--- config.mk ---
export PLATFORM = sky130hd
export DESIGN_NAME = rau_ctrl
export DESIGN_NICKNAME = d
export VERILOG_FILES = /design/src/sv/rau_pkg.sv /design/src/sv/rau_ctrl.sv
export SDC_FILE = /design/constraint.sdc
export NUM_CORES = 1
export LEC_CHECK = 0
export ABC_AREA = 1
export BUFFER_PORTS_ARGS = -buffer_cell sky130_fd_sc_hd__clkbuf_2
export CORE_MARGIN = 4
export CORE_UTILIZATION = 56
export DETAILED_ROUTE_END_ITERATION = 10
export PLACE_DENSITY = 0.86
export RECOVER_POWER = 100
export REMOVE_ABC_BUFFERS = 1
export SLEW_MARGIN = 15
export SYNTH_ARGS = -nofsm -noshare
export SYNTH_HDL_FRONTEND = slang
export SYNTH_SLANG_ARGS = --single-unit
--- constraint.sdc ---
create_clock -name clk -period 1.93 [get_ports clk]
set_input_delay 0.386 -clock clk [delete_from_list [all_inputs] [get_ports clk]]
set_output_delay 0.386 -clock clk [all_outputs]
set_load 0.01 [all_outputs]
--- src/sv/rau_pkg.sv ---
`timescale 1ns / 1ps
`default_nettype none
// ----------------------------------------------------------------------------
// rau_pkg
// shared types and constants of the rational arithmetic unit
// ----------------------------------------------------------------------------
package rau_pkg;

	localparam int OPC_W  = 4;
	localparam int NUM_W  = 32;
	localparam int DEN_W  = 31;
	localparam int ST_W   = 2;
	localparam int PROD_W = 2 * NUM_W;
	localparam int CNT_W  = $clog2(PROD_W);
	localparam int SHF_W  = $clog2(PROD_W);

	localparam logic [OPC_W-1:0] OP_ADD  = 4'd0;
	localparam logic [OPC_W-1:0] OP_SUB  = 4'd1;
	localparam logic [OPC_W-1:0] OP_MUL  = 4'd2;
	localparam logic [OPC_W-1:0] OP_DIV  = 4'd3;
	localparam logic [OPC_W-1:0] OP_NEG  = 4'd4;
	localparam logic [OPC_W-1:0] OP_LT   = 4'd5;
	localparam logic [OPC_W-1:0] OP_GT   = 4'd6;
	localparam logic [OPC_W-1:0] OP_EQ   = 4'd7;
	localparam logic [OPC_W-1:0] OP_NORM = 4'd8;

	localparam logic [ST_W-1:0] ST_OK   = 2'd0;
	localparam logic [ST_W-1:0] ST_ZDEN = 2'd1;
	localparam logic [ST_W-1:0] ST_OVF  = 2'd2;

	// multiplier operand selection
	localparam logic [1:0] MS_AN_BD = 2'd0;
	localparam logic [1:0] MS_BN_AD = 2'd1;
	localparam logic [1:0] MS_AD_BD = 2'd2;
	localparam logic [1:0] MS_AN_BN = 2'd3;

	typedef struct packed {
		logic       load;
		logic       mul_en;
		logic [1:0] mul_sel;
		logic       form;
		logic       gcd_step;
		logic       div_load;
		logic       div_sel;
		logic       div_step;
		logic       fin;
	} rau_cmd_t;

	typedef struct packed {
		logic early;
		logic is_cmp;
		logic gcd_done;
	} rau_sts_t;

endpackage
`default_nettype wire

--- src/sv/rau_ctrl.sv ---
`timescale 1ns / 1ps
`default_nettype none
// ----------------------------------------------------------------------------
// rau_ctrl
// sequencer: products, gcd loop, two long divisions, output register
// ----------------------------------------------------------------------------
module rau_ctrl (
	input  wire logic              clk,
	input  wire logic              arst_n,
	input  wire logic              in_valid,
	input  wire logic              out_stall,
	input  wire rau_pkg::rau_sts_t sts,
	output logic                   in_stall,
	output logic                   out_valid,
	output rau_pkg::rau_cmd_t      cmd
);

	typedef enum logic [7:0] {
		S_IDLE  = 8'b0000_0001,
		S_MUL   = 8'b0000_0010,
		S_FORM  = 8'b0000_0100,
		S_GCD   = 8'b0000_1000,
		S_DIVN  = 8'b0001_0000,
		S_LOADD = 8'b0010_0000,
		S_DIVD  = 8'b0100_0000,
		S_DONE  = 8'b1000_0000
	} state_t;

	state_t                      state_q, state_d;
	logic [rau_pkg::CNT_W-1:0]   cnt_q, cnt_d;
	logic                        out_valid_q, out_valid_d;

	always_comb begin
		cmd     = '0;
		state_d = state_q;
		cnt_d   = cnt_q;
		unique case (state_q)
			S_IDLE: begin
				if (in_valid) begin
					cmd.load = 1'b1;
					cnt_d    = '0;
					state_d  = S_MUL;
				end
			end
			S_MUL: begin
				if (sts.early) begin
					state_d = S_DONE;
				end else begin
					cmd.mul_en  = 1'b1;
					cmd.mul_sel = cnt_q[1:0];
					cnt_d       = cnt_q + 1'b1;
					if (cnt_q[1:0] == rau_pkg::MS_AN_BN) begin
						cnt_d   = '0;
						state_d = S_FORM;
					end
				end
			end
			S_FORM: begin
				cmd.form = 1'b1;
				state_d  = sts.is_cmp ? S_DONE : S_GCD;
			end
			S_GCD: begin
				if (sts.gcd_done) begin
					cmd.div_load = 1'b1;
					cmd.div_sel  = 1'b0;
					cnt_d        = '0;
					state_d      = S_DIVN;
				end else begin
					cmd.gcd_step = 1'b1;
				end
			end
			S_DIVN: begin
				cmd.div_step = 1'b1;
				cnt_d        = cnt_q + 1'b1;
				if (cnt_q == '1) begin
					state_d = S_LOADD;
				end
			end
			S_LOADD: begin
				cmd.div_load = 1'b1;
				cmd.div_sel  = 1'b1;
				cnt_d        = '0;
				state_d      = S_DIVD;
			end
			S_DIVD: begin
				cmd.div_step = 1'b1;
				cnt_d        = cnt_q + 1'b1;
				if (cnt_q == '1) begin
					state_d = S_DONE;
				end
			end
			S_DONE: begin
				if (!out_valid_q || !out_stall) begin
					cmd.fin = 1'b1;
					state_d = S_IDLE;
				end
			end
			default: begin
				state_d = S_IDLE;
			end
		endcase
	end

	always_comb begin
		out_valid_d = out_valid_q;
		if (cmd.fin) begin
			out_valid_d = 1'b1;
		end else if (!out_stall) begin
			out_valid_d = 1'b0;
		end
	end

	always_ff @(posedge clk or negedge arst_n) begin
		if (!arst_n) begin
			state_q     <= S_IDLE;
			cnt_q       <= '0;
			out_valid_q <= 1'b0;
		end else begin
			state_q     <= state_d;
			cnt_q       <= cnt_d;
			out_valid_q <= out_valid_d;
		end
	end

	assign in_stall  = (state_q != S_IDLE);
	assign out_valid = out_valid_q;

endmodule
`default_nettype wire

==> flow_summary.ini <==
[outcome]
outcome = completed

[logic_synthesis]
yosys_register_bits = 15
syn-cell-area_mm2 = 0.001214
yosysWarnings = 0
netlist_instances = 170
synth_area_per_cell_um2 = 7.139
seq_area_frac_synth_pct = 31.03
ys_types = 22

[power_and_ir_drop]
p_sw_mw = 0.6971
clkPwrFrac_pct = 12.2
finalPower_mw = 1.429
leakage_nw = 0.8500
internal_power_mw = 0.7315
switching_share_pct = 48.80
ir_drop_uv = 949.5
p_per_area_mw_per_mm2 = 1002
seqPwrFrac_pct = 29.2
comb_power_share_pct = 58.7

[detailed_routing]
drtIter0Drc = 38
vias = 1129
detail-route-antenna-nets = 0
drc = 0
firstDrtPassIters = 4
wl_um = 2806
wl_per_cell_um = 12.53
post_drt_via_cell_ratio = 5.040

[timing]
skew_ns = 0.004332
max_freq_mhz = 545.2
setup_viol = 0
fin_crit_ns = 1.834
hold_violations = 0
fin_crit_sh_pct = 95.03
tightest_slew_ns = 0.8032
hold_ws_ns = 0.1720
maxSlewViolCount = 0
relSlewSlack_pct = 46.45
tns_ns = 0

[clock_network]
cts_buffers = 3
clock-sinks = 15
clk_pin_slew_ns = 0.09
clock_path_buffers = 2
cts_root_buf = clkbuf_4
cts_tree = done
clk_latency_ns = 0.27
htree_levels = 1

[critical_path]
critPathLaunchType = register
arrival_ns = 1.45
slowest_delay_ns = 0.40
r2r-start = state_q[3]
cp.depth = 7
cp.required_ns = 1.54
r2r-end = state_q[7]
worst_path_dominant_cell_family = flip-flops
cp-end-kind = primary output
reg2reg_slack_ns = 0.40
crit_chain = inv_2 > nand2_4 > nor2_8 > buf_4 > nand2_2 > o21ai_0 > buf_2
crit_buf_inv = 3
worst_r2r_path_depth = 9
crit_path_top_delay_cell = dfrtp_1
path_class = register to primary output
crit_fanout = 4

[floorplan]
die_x_um = 54.56
num_rows = 16
initial_core_util_pct = 60.62
pin_count = 19
dieArea_mm2 = 0.002976
core_mm2 = 0.002002
die_y_um = 54.56

[worst_hold_path]
hp-class = input pin to async pin

[finish]
synthToLayoutAreaGrowth_pct = 17.42
final_layout_size_suffix_gt1_share_pct = 35.53
multiInputGateArea_um2 = 749.5
fillers = 169
final_common_cell = nand2_1
seq_area_um2 = 376.6
layout.nets = 207
final_cell_mix = nand2_1, nor2_1, inv_1
num_antenna_cells = 0

[global_route]
grt_pass1_vias = 1105
antenna_found_initial = 0
grt_pass1_wl_um = 4540
grt_max_degree = 16
grt_overflow = 0
grt_usage_pct = 20.99

[placed_design]
numPortBuffers = 18
routabilityCongestion = 0.8636
dp_hpwl_um = 2177

[job]
cap_violations = 0
## per-stage QoR
step / worst slack [ns] / util [%] / area, µm² / instances
detailed placement: 0.2584 / 66.44 / 1330 / 214
CTS: 0.01229 / 68.63 / 1374 / 220
global route: -0.01326 / 71.19 / 1425 / 224
floorplan: 0.3108 / - / 1206 / 169
finish: 0.09597 / 71.19 / 1425 / 224
global placement: 0.3438 / 66.44 / 1330 / 214
## final cells by class
type                            count  share of cell area (%)
Multi-Input combinational cell    126                   52.59
Sequential cell                    15                   26.43
Timing Repair Buffer               24                   9.394
Inverter                           28                   7.375
Tap cell                           27                   2.370
Clock buffer                        4                   1.844
## Yosys cell counts (all sizes together)
cell / number / share of area [%]
o31ai: 1 / 0.62
nand3b: 1 / 0.62
inv: 28 / 8.7
nand2: 63 / 27
nor2: 32 / 16
ha: 2 / 2.1
buf: 1 / 0.62
nand3: 19 / 9.5
dfrtp: 14 / 29
o21bai: 1 / 0.62
nand4: 3 / 1.5
dfstp: 1 / 2.2
o21ai: 3 / 1.2
o211ai: 1 / 0.62
## flip-flops by register name (all words and copies together), names as in the netlist
| signal | flops |
|---|---|
| state_q | 8 |
| cnt_q | 6 |
| out_valid | 1 |
## worst max-delay path by stage
| stage | start | to | slack, ns |
|---|---|---|---|
| 6_report | state_q[5] | cmd[3] | 0.1 |
| 5_1_grt | state_q[3] | cmd[6] | -0.01 |
| 4_1_cts | state_q[4] | cmd[6] | 0.01 |
| 3_5_place_dp | state_q[5] | cmd[6] | 0.26 |
| 3_3_place_gp | state_q[5] | cmd[7] | 0.34 |
| 2_1_floorplan | state_q[4] | cmd[6] | 0.31 |
## what timing repair did
item                       in CTS  in global routing
setup endpoints to repair       2                  5
gates resized for setup         1                  8
pin swaps                       1                  1
hold buffers                    0                  0
setup buffers                   2                  4
## cells by family (layout without fill, tap and decap cells)
family / count (synthesis) / count (layout) / synth area share [%]
buffers and inverters: 29 / 56 / 9.279
flip-flops: 15 / 15 / 31.03
adder cells (fa/ha/maj): 2 / 2 / 2.062
AO/OA/AOI/OAI: 6 / 6 / 3.093
AND/OR/NAND/NOR: 118 / 118 / 54.54
## per-layer routing
layer	vias up	global-route usage (%)	wire (µm)
met5	-	0	0
met4	0	4.979	13
met3	2	2.725	92
met2	19	40.04	1508
met1	531	24.40	1191
li1	577	-	-
## power groups by stage
| stage | clock [mW] | sequential, mW | combinational, mW |
|---|---|---|---|
| 6_report | 0.174 | 0.416 | 0.839 |
| 5_1_grt | 0.194 | 0.425 | 0.913 |
| 4_1_cts | 0.175 | 0.414 | 0.807 |
| 3_5_place_dp | 0 | 0.420 | 0.790 |
| 3_3_place_gp | 0 | 0.419 | 0.772 |
| 2_1_floorplan | 0 | 0.411 | 0.635 |
No activity file was read; power rests on OpenSTA's default activity.
